<file path="config.mk">
export PLATFORM = sky130hd
export DESIGN_NAME = first_fit_page_allocator
export DESIGN_NICKNAME = d
export VERILOG_FILES = /design/src/hdl/ffpa_pkg.sv /design/src/hdl/ffpa_table.sv /design/src/hdl/first_fit_page_allocator.sv
export SDC_FILE = /design/constraint.sdc
export NUM_CORES = 2
export LEC_CHECK = 0
export ABC_AREA = 1
export CAP_MARGIN = 0
export CORE_UTILIZATION = 25
export DETAILED_ROUTE_END_ITERATION = 12
export DONT_BUFFER_PORTS = 1
export PLACE_DENSITY = 0.48
export SYNTH_ARGS = -nofsm -noshare
export SYNTH_HDL_FRONTEND = slang
export SYNTH_SLANG_ARGS = --single-unit
</file>
<file path="constraint.sdc">
create_clock -name clock -period 13.57 [get_ports clock]
set_clock_uncertainty 0.05 [all_clocks]
set_input_delay 1.357 -clock clock [delete_from_list [all_inputs] [get_ports clock]]
set_output_delay 1.357 -clock clock [all_outputs]
set_load 0.02 [all_outputs]
</file>
<file path="src/hdl/ffpa_pkg.sv">
// shared types, constants and helpers for the first-fit page allocator
// no dependencies; used by the range table, the top level and the checker
package ffpa_pkg;

   localparam int MAX_RANGES = 64;
   localparam int PAGE_BITS  = 20;
   localparam int CNT_BITS   = PAGE_BITS + 1;
   localparam int SUM_BITS   = PAGE_BITS + 2;
   localparam int ADDR_W     = $clog2(MAX_RANGES);
   localparam int IDX_W      = $clog2(MAX_RANGES + 1);

   localparam logic [CNT_BITS-1:0] COUNT_MAX = CNT_BITS'(1) << PAGE_BITS;
   localparam logic [IDX_W-1:0]    TABLE_MAX = IDX_W'(MAX_RANGES);

   localparam logic [1:0] OP_ADD   = 2'd0;
   localparam logic [1:0] OP_ALLOC = 2'd1;
   localparam logic [1:0] OP_FREE  = 2'd2;
   localparam logic [1:0] OP_NOP   = 2'd3;

   localparam logic [1:0] ST_OK       = 2'd0;
   localparam logic [1:0] ST_NOFIT    = 2'd1;
   localparam logic [1:0] ST_BADCOUNT = 2'd2;
   localparam logic [1:0] ST_FULL     = 2'd3;

   typedef struct packed {
      logic [PAGE_BITS-1:0] start;
      logic [CNT_BITS-1:0]  len;
   } entry_type;

   typedef struct packed {
      logic              en;
      logic [ADDR_W-1:0] addr;
      entry_type         data;
   } wr_port_type;

   typedef struct packed {
      logic              en;
      logic [ADDR_W-1:0] addr;
   } rd_port_type;

   // clamp a wide length to the page space
   function automatic logic [CNT_BITS-1:0] sat_len(input logic [SUM_BITS-1:0] v);
      logic [CNT_BITS-1:0] r;
      if (v > SUM_BITS'(COUNT_MAX)) r = COUNT_MAX;
      else                          r = v[CNT_BITS-1:0];
      return r;
   endfunction

endpackage

</file>
<file path="src/hdl/ffpa_table.sv">
// free range table: one write port, one read port with registered data
// depends on ffpa_pkg
module ffpa_table
   import ffpa_pkg::*;
(
   input  logic        clock,
   input  wr_port_type wr,
   input  rd_port_type rd,
   output entry_type   rd_data
);

   entry_type mem [MAX_RANGES];

   always_ff @(posedge clock) begin
      if (wr.en) begin
         mem[wr.addr] <= wr.data;
      end
   end

   always_ff @(posedge clock) begin
      if (rd.en) begin
         rd_data <= mem[rd.addr];
      end
   end

endmodule

</file>
<file path="src/hdl/first_fit_page_allocator.sv">
// first-fit page allocator: sorted free range table with merge on free
// bad count, unused op, full add or alloc over the free total go straight to the result;
//   else add runs an insert pass, allocate a compact pass, free a compact then an insert pass
// one item at a time, each pass streams the table through one read and one write port;
//   the next item is taken the cycle after a result is loaded, a held result stalls it at the end
// reset (synchronous, active high) empties the table and clears the free total; contents stay
module first_fit_page_allocator
   import ffpa_pkg::*;
(
   input  logic        clock,
   input  logic        reset,
   input  logic        req_tvalid,
   output logic        req_tready,
   input  logic [47:0] req_tdata,  // base_page[19:0], page_count[40:20], zero fill
   input  logic [1:0]  req_tuser,  // op[1:0]
   output logic        rsp_tvalid,
   input  logic        rsp_tready,
   output logic [47:0] rsp_tdata,  // start_page[19:0], free_cnt[40:20], zero fill
   output logic [1:0]  rsp_tuser   // status[1:0]
);

   typedef enum logic [2:0] {
      S_IDLE,
      S_COMPACT,  // alloc: first fit and removal; free: merge and squeeze out
      S_INSERT,   // shift entries up one place behind the insertion point
      S_TAIL,     // last write at the old end of the table
      S_DONE      // hand the item to the output register
   } state_type;

   state_type           state_ff, state_in;
   logic [1:0]          op_ff, op_in;
   logic [CNT_BITS-1:0] n_ff, n_in;
   logic [PAGE_BITS-1:0] cs_ff, cs_in;     // range being inserted
   logic [CNT_BITS-1:0] cl_ff, cl_in;
   logic [IDX_W-1:0]    count_ff, count_in;
   logic [CNT_BITS-1:0] total_ff, total_in;
   logic [IDX_W-1:0]    rd_idx_ff, rd_idx_in;
   logic                rd_vld_ff, rd_vld_in;
   logic [IDX_W-1:0]    data_idx_ff, data_idx_in;
   logic [IDX_W-1:0]    wr_idx_ff, wr_idx_in;
   logic                hit_ff, hit_in;    // found a fit, merged, or inserted
   entry_type           pend_ff, pend_in;  // entry carried up by the shift
   logic [PAGE_BITS-1:0] start_ff, start_in;
   logic [1:0]          status_ff, status_in;
   logic                rsp_vld_ff, rsp_vld_in;
   logic [1:0]          rsp_st_ff, rsp_st_in;
   logic [PAGE_BITS-1:0] rsp_start_ff, rsp_start_in;
   logic [CNT_BITS-1:0] rsp_free_ff, rsp_free_in;

   wr_port_type wr;
   rd_port_type rd;
   entry_type   rd_data;

   logic [PAGE_BITS-1:0] req_base;
   logic [CNT_BITS-1:0]  req_count;
   logic                 req_fire;
   logic                 pass_end;
   logic [SUM_BITS-1:0]  cur_end;   // end of range being inserted
   logic [SUM_BITS-1:0]  ent_end;   // end of table entry
   logic [SUM_BITS-1:0]  merge_sum;
   logic [SUM_BITS-1:0]  cmp_a, cmp_b;
   logic [SUM_BITS-1:0]  total_sum;
   entry_type            new_ent;

   ffpa_table u_table (
      .clock   (clock),
      .wr      (wr),
      .rd      (rd),
      .rd_data (rd_data)
   );

   assign req_base   = req_tdata[PAGE_BITS-1:0];
   assign req_count  = req_tdata[PAGE_BITS+CNT_BITS-1:PAGE_BITS];
   assign req_tready = (state_ff == S_IDLE);
   assign req_fire   = req_tvalid && req_tready;

   assign rsp_tvalid = rsp_vld_ff;
   assign rsp_tuser  = rsp_st_ff;
   assign rsp_tdata  = {{(48 - PAGE_BITS - CNT_BITS){1'b0}}, rsp_free_ff, rsp_start_ff};

   assign pass_end  = (rd_idx_ff == count_ff) && !rd_vld_ff;
   assign cur_end   = SUM_BITS'(cs_ff) + SUM_BITS'(cl_ff);
   assign ent_end   = SUM_BITS'(rd_data.start) + SUM_BITS'(rd_data.len);
   assign merge_sum = SUM_BITS'(cl_ff) + SUM_BITS'(rd_data.len);
   assign total_sum = SUM_BITS'(total_ff) + SUM_BITS'(n_ff);
   assign new_ent   = '{start: cs_ff, len: sat_len(SUM_BITS'(cl_ff))};

   // shared insertion compare: add goes after equal starts,
   // free goes before the first entry starting at or past its end
   always_comb begin
      if (op_ff == OP_ADD) begin
         cmp_a = SUM_BITS'(rd_data.start);
         cmp_b = SUM_BITS'(cs_ff);
      end else begin
         cmp_a = SUM_BITS'(rd_data.start) + SUM_BITS'(1);
         cmp_b = cur_end;
      end
   end

   always_comb begin
      state_in     = state_ff;
      op_in        = op_ff;
      n_in         = n_ff;
      cs_in        = cs_ff;
      cl_in        = cl_ff;
      count_in     = count_ff;
      total_in     = total_ff;
      rd_idx_in    = rd_idx_ff;
      rd_vld_in    = 1'b0;
      data_idx_in  = data_idx_ff;
      wr_idx_in    = wr_idx_ff;
      hit_in       = hit_ff;
      pend_in      = pend_ff;
      start_in     = start_ff;
      status_in    = status_ff;
      rsp_vld_in   = rsp_vld_ff && !rsp_tready;
      rsp_st_in    = rsp_st_ff;
      rsp_start_in = rsp_start_ff;
      rsp_free_in  = rsp_free_ff;
      wr           = '0;
      rd           = '0;

      // read issue, shared by both streaming passes
      if ((state_ff == S_COMPACT || state_ff == S_INSERT) && rd_idx_ff != count_ff) begin
         rd.en       = 1'b1;
         rd.addr     = rd_idx_ff[ADDR_W-1:0];
         rd_vld_in   = 1'b1;
         data_idx_in = rd_idx_ff;
         rd_idx_in   = rd_idx_ff + IDX_W'(1);
      end

      unique case (state_ff)
         S_IDLE: begin
            if (req_fire) begin
               op_in     = req_tuser;
               n_in      = req_count;
               cs_in     = req_base;
               cl_in     = req_count;
               rd_idx_in = '0;
               wr_idx_in = '0;
               hit_in    = 1'b0;
               start_in  = '0;
               status_in = ST_OK;
               state_in  = S_DONE;
               if (req_tuser != OP_NOP && req_count == '0) begin
                  status_in = ST_BADCOUNT;
               end else begin
                  priority case (req_tuser)
                     OP_ADD: begin
                        if (count_ff >= TABLE_MAX) status_in = ST_FULL;
                        else                       state_in  = S_INSERT;
                     end
                     OP_ALLOC: begin
                        if (req_count > total_ff) status_in = ST_NOFIT;
                        else                      state_in  = S_COMPACT;
                     end
                     OP_FREE: state_in = S_COMPACT;
                     default: ;
                  endcase
               end
            end
         end

         S_COMPACT: begin
            if (rd_vld_ff) begin
               if (op_ff == OP_ALLOC) begin
                  if (!hit_ff && rd_data.len >= n_ff) begin
                     hit_in   = 1'b1;
                     start_in = rd_data.start;
                     if (rd_data.len != n_ff) begin
                        wr.en         = 1'b1;
                        wr.addr       = wr_idx_ff[ADDR_W-1:0];
                        wr.data.start = rd_data.start + n_ff[PAGE_BITS-1:0];
                        wr.data.len   = rd_data.len - n_ff;
                        wr_idx_in     = wr_idx_ff + IDX_W'(1);
                     end
                  end else begin
                     wr.en     = 1'b1;
                     wr.addr   = wr_idx_ff[ADDR_W-1:0];
                     wr.data   = rd_data;
                     wr_idx_in = wr_idx_ff + IDX_W'(1);
                  end
               end else begin
                  // free: merge with a following or a preceding neighbour
                  if (cur_end == SUM_BITS'(rd_data.start)) begin
                     cl_in  = sat_len(merge_sum);
                     hit_in = 1'b1;
                  end else if (ent_end == SUM_BITS'(cs_ff)) begin
                     cl_in  = sat_len(merge_sum);
                     cs_in  = rd_data.start;
                     hit_in = 1'b1;
                  end else begin
                     wr.en     = 1'b1;
                     wr.addr   = wr_idx_ff[ADDR_W-1:0];
                     wr.data   = rd_data;
                     wr_idx_in = wr_idx_ff + IDX_W'(1);
                  end
               end
            end else if (pass_end) begin
               state_in = S_DONE;
               if (op_ff == OP_ALLOC) begin
                  if (hit_ff) begin
                     total_in = total_ff - n_ff;
                     count_in = wr_idx_ff;
                  end else begin
                     status_in = ST_NOFIT;
                     start_in  = '0;
                  end
               end else begin
                  count_in = wr_idx_ff;
                  if (!hit_ff && count_ff >= TABLE_MAX) begin
                     status_in = ST_FULL;
                  end else begin
                     state_in  = S_INSERT;
                     rd_idx_in = '0;
                     hit_in    = 1'b0;
                  end
               end
            end
         end

         S_INSERT: begin
            if (rd_vld_ff) begin
               if (hit_ff) begin
                  wr.en   = 1'b1;
                  wr.addr = data_idx_ff[ADDR_W-1:0];
                  wr.data = pend_ff;
                  pend_in = rd_data;
               end else if (cmp_a > cmp_b) begin
                  wr.en   = 1'b1;
                  wr.addr = data_idx_ff[ADDR_W-1:0];
                  wr.data = new_ent;
                  pend_in = rd_data;
                  hit_in  = 1'b1;
               end
            end else if (pass_end) begin
               state_in = S_TAIL;
            end
         end

         S_TAIL: begin
            wr.en    = 1'b1;
            wr.addr  = count_ff[ADDR_W-1:0];
            wr.data  = hit_ff ? pend_ff : new_ent;
            count_in = count_ff + IDX_W'(1);
            total_in = sat_len(total_sum);
            state_in = S_DONE;
         end

         S_DONE: begin
            if (!rsp_vld_ff || rsp_tready) begin
               rsp_vld_in   = 1'b1;
               rsp_st_in    = status_ff;
               rsp_start_in = start_ff;
               rsp_free_in  = total_ff;
               state_in     = S_IDLE;
            end
         end

         default: state_in = S_IDLE;
      endcase
   end

   always_ff @(posedge clock) begin
      if (reset) begin
         state_ff   <= S_IDLE;
         count_ff   <= '0;
         total_ff   <= '0;
         rd_vld_ff  <= 1'b0;
         rsp_vld_ff <= 1'b0;
      end else begin
         state_ff   <= state_in;
         count_ff   <= count_in;
         total_ff   <= total_in;
         rd_vld_ff  <= rd_vld_in;
         rsp_vld_ff <= rsp_vld_in;
      end
      op_ff        <= op_in;
      n_ff         <= n_in;
      cs_ff        <= cs_in;
      cl_ff        <= cl_in;
      rd_idx_ff    <= rd_idx_in;
      data_idx_ff  <= data_idx_in;
      wr_idx_ff    <= wr_idx_in;
      hit_ff       <= hit_in;
      pend_ff      <= pend_in;
      start_ff     <= start_in;
      status_ff    <= status_in;
      rsp_st_ff    <= rsp_st_in;
      rsp_start_ff <= rsp_start_in;
      rsp_free_ff  <= rsp_free_in;
   end

endmodule

</file>
**Word level (Yosys, flattened, before mapping)**

Memory sizes are Yosys's and may differ from the RTL's. A register that Yosys moved wholly into a read port is not among the register bits.
Cells that the tools add are included.

- Reductions and logical operators: 33
- Multiplexer cells: 106
- Add/subtract/negate cells: 11
- Equal/unequal tests: 40
- $lt $le $gt $ge: 7

Operators by type and width:

| cell | number |
|---|---|
| two-way mux 48 bit | 9 |
| two-way mux 21 bit | 13 |
| two-way mux 20 bit | 12 |
| one-hot mux 48 bit (3 select lines) | 1 |
| two-way mux 7 bit | 18 |
| two-way mux 41 bit | 3 |
| one-hot mux 21 bit (2 select lines) | 2 |
| one-hot mux 20 bit (2 select lines) | 2 |
| adder 20 x 21 -> 22 bit | 2 |
| adder 21 x 21 -> 22 bit | 2 |
| equality test 22 x 20 -> 1 bit | 2 |
| > comparator 22 x 21 -> 1 bit, second input constant | 2 |
| one-hot mux 7 bit (2 select lines) | 3 |
| subtractor 21 bit | 2 |
| two-way mux 3 bit | 11 |
| AND reduction 6 bit | 5 |
| inequality test 3 bit, second input constant | 8 |
| > comparator 22 bit | 1 |
| two-way mux 22 bit | 1 |
| inequality test 2 bit, second input constant | 11 |
| adder 20 x 1 -> 21 bit, second input constant | 1 |
| adder 7 x 1 -> 7 bit, second input constant | 3 |
| >= comparator 21 bit | 1 |
| > comparator 21 bit | 1 |
| other kinds (35) | 81 |

- Memories: 1
- Output and inout bits: 52
- Register bits: 224
- Logic and storage cells: 218
- RAM bits: 2624
- Input port bits: 54

Memories:

| name | depth | bits a word | read ports | clocked after Yosys merged registers in | wr ports | line | text |
|---|---|---|---|---|---|---|---|
| u_table.mem | 64 | 41 | 1 | 1 | 1 | ffpa_table.sv:12 | `entry_type mem [MAX_RANGES];` |

**Logic depth before layout (Yosys ltp)**

- Word-level depth: 9
- Mapped depth: 31
- Mapped depth without buffers: 31

**Cells and area by module**

From an unflattened synthesis, not the netlist that was laid out.

- Cell total of the unflattened synthesis: 11886
- Area total of the unflattened synthesis: 128175.4 µm²

By module, submodules not included:

| module | instances | cells an instance | area each (µm²) | seq. area each (µm²) |
|---|---|---|---|---|
| ffpa_table | 1 | 8676 | 106671.1 | 80026.8 |
| first_fit_page_allocator | 1 | 3210 | 21504.4 | 6326.1 |

**Worst setup path after synthesis**

No wires, ideal clock.

- Path type: register to register
- Start: reg u_table.rd_data[25] (netlist name)
- End: mem u_table.mem[0][16] (netlist name) (data pin)
- Setup time: 0.729 ns
- Slack: 6.292 ns
- Required time: 12.791 ns
- Path buffers: 2
- Data arrival time: 6.499 ns
- Cell stages (with the launch flop): 26
- Period minus slack after synthesis: 7.278 ns
- Cell sequence: edfxtp_1 -> clkbuf_1 -> nand2_1 -> nor4_1 -> nand3_1 -> nor2_1 -> nand2_1 -> xor2_1 -> ha_1 -> nand2_1 -> inv_1 -> nand3_1 -> nor2_1 -> nand2_1 -> nand2_1 -> inv_1 -> nor2_1 -> o21ai_0 -> nand2_1 -> nand2_1 -> nand2_1 -> nand2_1 -> inv_2 -> nor2_2 -> buf_2 -> o32ai_1

RTL lines:

| element | line |
|---|---|
| end: declaration | ffpa_table.sv:12 |

**Worst setup path after layout**

- Start: reg state_ff[2]
- End: reg u_table.rd_data[22] (netlist name)

- Cells in the longest elaborated chain, start to end: 4
- Elaborated cells on any way between the ends: 5
- Classes of those cells: eq/ne: 2; mux: 1; reduce/logical: 2

RTL lines:

| element | line | text |
|---|---|---|
| start: declaration | first_fit_page_allocator.sv:30 | `state_type state_ff, state_in;` |
| start signal: assignment | first_fit_page_allocator.sv:272 | `state_ff <= state_in;` |
| equality test 3 x 1 -> 1 bit / equality test 3 x 2 -> 1 bit (equally long branches) | first_fit_page_allocator.sv:124 | `if ((state_ff == S_COMPACT \|\| state_ff == S_INSERT) && rd_idx_ff != count_ff) begin` |
| logical OR 1 bit * | first_fit_page_allocator.sv:124 |  |
| logical AND 1 bit * | first_fit_page_allocator.sv:124 |  |
| two-way mux 7 bit * | first_fit_page_allocator.sv:124 |  |

Mark *: on every way between the ends. The rest lies on a longest branch, timed or not.
A chain may end at the register's enable or synchronous reset.

==> reports/results.txt <==
clock sink total: 2,889
Synth Register Bits: 2,889
Critical Path AT: 8230 ps
area grow syn2layout: 14.4%
largest net degree at the start of global routing: 151
Internal Power: 16.8 mW
Starting Density: 25.2%
post-synthesis cell type count: 63
fin crit share: 55.6%
max cap viols: 0
relative slew slack: 17.9%
Seq pwr share: 43.1%
# DRC: 0
Leak: 49.6 nW
worst path required time: 14,260 ps
TritonCTS clock tree: done
Setup Crit Path Kind: flip-flop to flip-flop
NetSw: 8.53 mW
Comb pwr share: 24.5%
Worst-Skew Late Latency: 940 ps
setup TNS: 0 ps
Period minus WS final: 7540 ps
Initial DRC Count: 8,351
Boundary Pins: 106
Worst Max-Slew Pin Slew: 1220 ps
die width: 716 um
Synth Warn #: 0
CTS Buffer Depth: 4
post-cts resize count: 0
drt pass-1 iters: 6
VDD IR max: 0.000103 V
mux cell area share after synthesis: 0.115%
Post-Route WL: 411,000 um
PwrDens: 173 mW/mm^2
Adder-Cell Fraction of Synth Area: 1.97%
nets@finish: 11,800
Mapped Avg Cell Area: 11.0 sq um
RSZ-0062 raised after global routing: false
post-synthesis sequential area ratio: 67.7%
largest family of logic cells by synthesized area: simple AND/OR/NAND/NOR gates
final hold viol count: 0
synthesized area: 0.127 sq mm
Syn Inst Count: 11,600
Num CTS Buffers: 312
Synth Area in Simple Gates: 18.3%
post-CTS setup buffers: 0
antenna violations before repair: 23
CTS Hold Bufs: 0
antenna violation net count after detailed routing: 0
clock network power share: 32.4%
vias in the first global route: 80,200
placed cell areas: 0.136 sq mm
final hold slack: 355 ps
number of synthesized flops with an enable pin: 2,849
vias per cell: 4.70
Die Span Y: 716 um
Post-Synth XOR/XNOR Area: 0.680%
crit path capture type: flip-flop
placed insts: 17,900
Rows: 261
hpwl dp: 235,000 um
routed vias: 86,700
ys async rst share: 0%
Setup Viol. Count Final: 0
CP max FO: 109
Tot GR Track Use: 15.5%
Core ar.: 0.507 sq mm
die footprint: 0.513 sq mm
first-pass GRT wire length: 586,000 um
post-synthesis compound-gate area fraction: 7.99%
Tot Pwr: 25.3 mW
total gr overflow: 0
fmax: 0.133 GHz
routability cong.: 0.886
proportion of layout cells with a drive suffix above 1: 6.94%
status: completed
Net Sw Frac: 33.7%
type of origin of the critical path: flip-flop
Worst-path clk slew: 60 ps
wire per inst: 22.3 um
H-tree depth: 5
Worst Hold Class: flip-flop to flip-flop
Final Max Slew Viols: 0
ys flop type: edfxtp_1
Port Buffers: 0
Design Area, Final: 0.146 sq mm
clock root cell: clkbuf_16
non-filler cells, final: 18,500
## layout by cell type, fill, tap and decap left out, drive strengths merged, types with 74 or more instances in the layout
| cell type | synthesis | routed |
|---|---|---|
| a21oi | 298 | 298 |
| inv | 357 | 369 |
| clkbuf | 459 | 398 |
| buf | 195 | 222 |
| nand3 | 1025 | 1025 |
| nand2 | 4135 | 4135 |
| o211ai | 602 | 602 |
| clkinv | 8 | 129 |
| edfxtp | 2849 | 2849 |
| nor2 | 467 | 467 |
| xor2 | 74 | 74 |
| o21ai | 523 | 523 |
| ha | 190 | 190 |
## per-stage QoR
step	utilization [%]	worst slack, ps
2_1_floorplan	-	6290
3_3_place_gp	26.9	6070
3_5_place_dp	26.9	6030
4_1_cts	28.8	6000
5_1_grt	28.8	5510
6_report	28.8	6030
## cell usage after synthesis, types with 11 or more instances
cell | number | area share, %
nand3_1 | 1017 | 4.0
o21a_1 | 13 | 0.077
a21oi_1 | 294 | 1.2
nand2_1 | 4123 | 12
buf_1 | 28 | 0.082
nand4_1 | 43 | 0.21
nor3_1 | 37 | 0.15
a21o_1 | 12 | 0.071
inv_1 | 345 | 1.0
o22ai_1 | 64 | 0.31
a31oi_1 | 19 | 0.093
o31ai_1 | 16 | 0.094
o21ai_0 | 520 | 2.0
buf_2 | 159 | 0.62
mux2_2 | 13 | 0.11
inv_2 | 11 | 0.032
ha_1 | 190 | 1.9
edfxtp_1 | 2849 | 67
dfxtp_1 | 40 | 0.63
o21bai_1 | 18 | 0.11
nor2_1 | 462 | 1.4
nor4_1 | 20 | 0.098
xor2_1 | 74 | 0.51
o211ai_1 | 602 | 3.5
clkbuf_1 | 458 | 1.3
xnor2_1 | 25 | 0.17
a21boi_0 | 32 | 0.19
## state kept, by name, summed over array words and instances (netlist names), 20 cells and up
register,count
total_ff,21
u_table.rd_data,41
start_ff,20
cl_ff,21
rsp_start_ff,20
pend_ff,41
n_ff,21
cs_ff,20
rsp_free_ff,21
u_table.mem,2624
## worst max-delay path: stages, from the launching register on
cell and delay [ps]:
dfxtp_1 370, nor2_1 80, inv_1 110, nor2_1 50, buf_4 230, inv_2 70, buf_4 710, nand2_1 180
nand2_1 120, buf_4 330, inv_2 90, ha_4 390, inv_8 630, buf_4 700, buf_4 660, nand2_1 100
nand3_1 100, o21ai_0 120, o21ai_0 930, nor2_1 100, o22ai_1 740, o21a_1 280
## metal layers
metal	GRT usage [%]	vias up	routed length, um	part of all wire [%]
met2	23.6	2593	179000	44
li1	-	40800	-	-
met5	0	-	28	0.0068
met4	5.57	4	15600	3.8
met3	1.98	505	24800	6.0
met1	22.4	42800	191000	47
## path summary, 6_finish.rpt
| check | start | end | slack (ps) | cells past startpoint |
|---|---|---|---|---|
| worst max-delay path | state_ff[2] | u_table.rd_data[22] | 6030 | 21 |
| worst min-delay path | start_ff[19] | rsp_start_ff[19] | 350 | 0 |
| worst max register to register | state_ff[2] | u_table.rd_data[22] | 6030 | 21 |
| worst min register to register | start_ff[19] | rsp_start_ff[19] | 350 | 0 |
## layout make-up
type	count	area [sq um]
Tap cell	6706	8390
Clock inverter	156	1310
Multi-Input combinational cell	7709	38200
Fill cell	51900	361000
Clock buffer	398	8300
Inverter	365	1400
Sequential cell	2889	86400
Timing Repair Buffer	222	1900
Antenna cell	12	30.0
## logic make-up after synthesis
| kind of cell | after synthesis |
|---|---|
| other cells | 1 |
| fa+ha+maj | 197 |
| flops | 2889 |
| simple gates | 5757 |
| xor+xnor | 99 |
| mux | 13 |
| buf+inv | 1019 |
| compound gates | 1636 |
## power by group through the flow
stage	logic [mW]	clock network (mW)	registers, mW
after CTS	6.13	8.38	10.9
after floorplan	4.20	0	10.7
final	6.18	8.20	10.9
after global placement	6.11	0	11.1
after global routing	6.88	8.70	10.9
after detailed placement	6.10	0	11.1
Note: power is estimated with default switching activity, not from simulation.
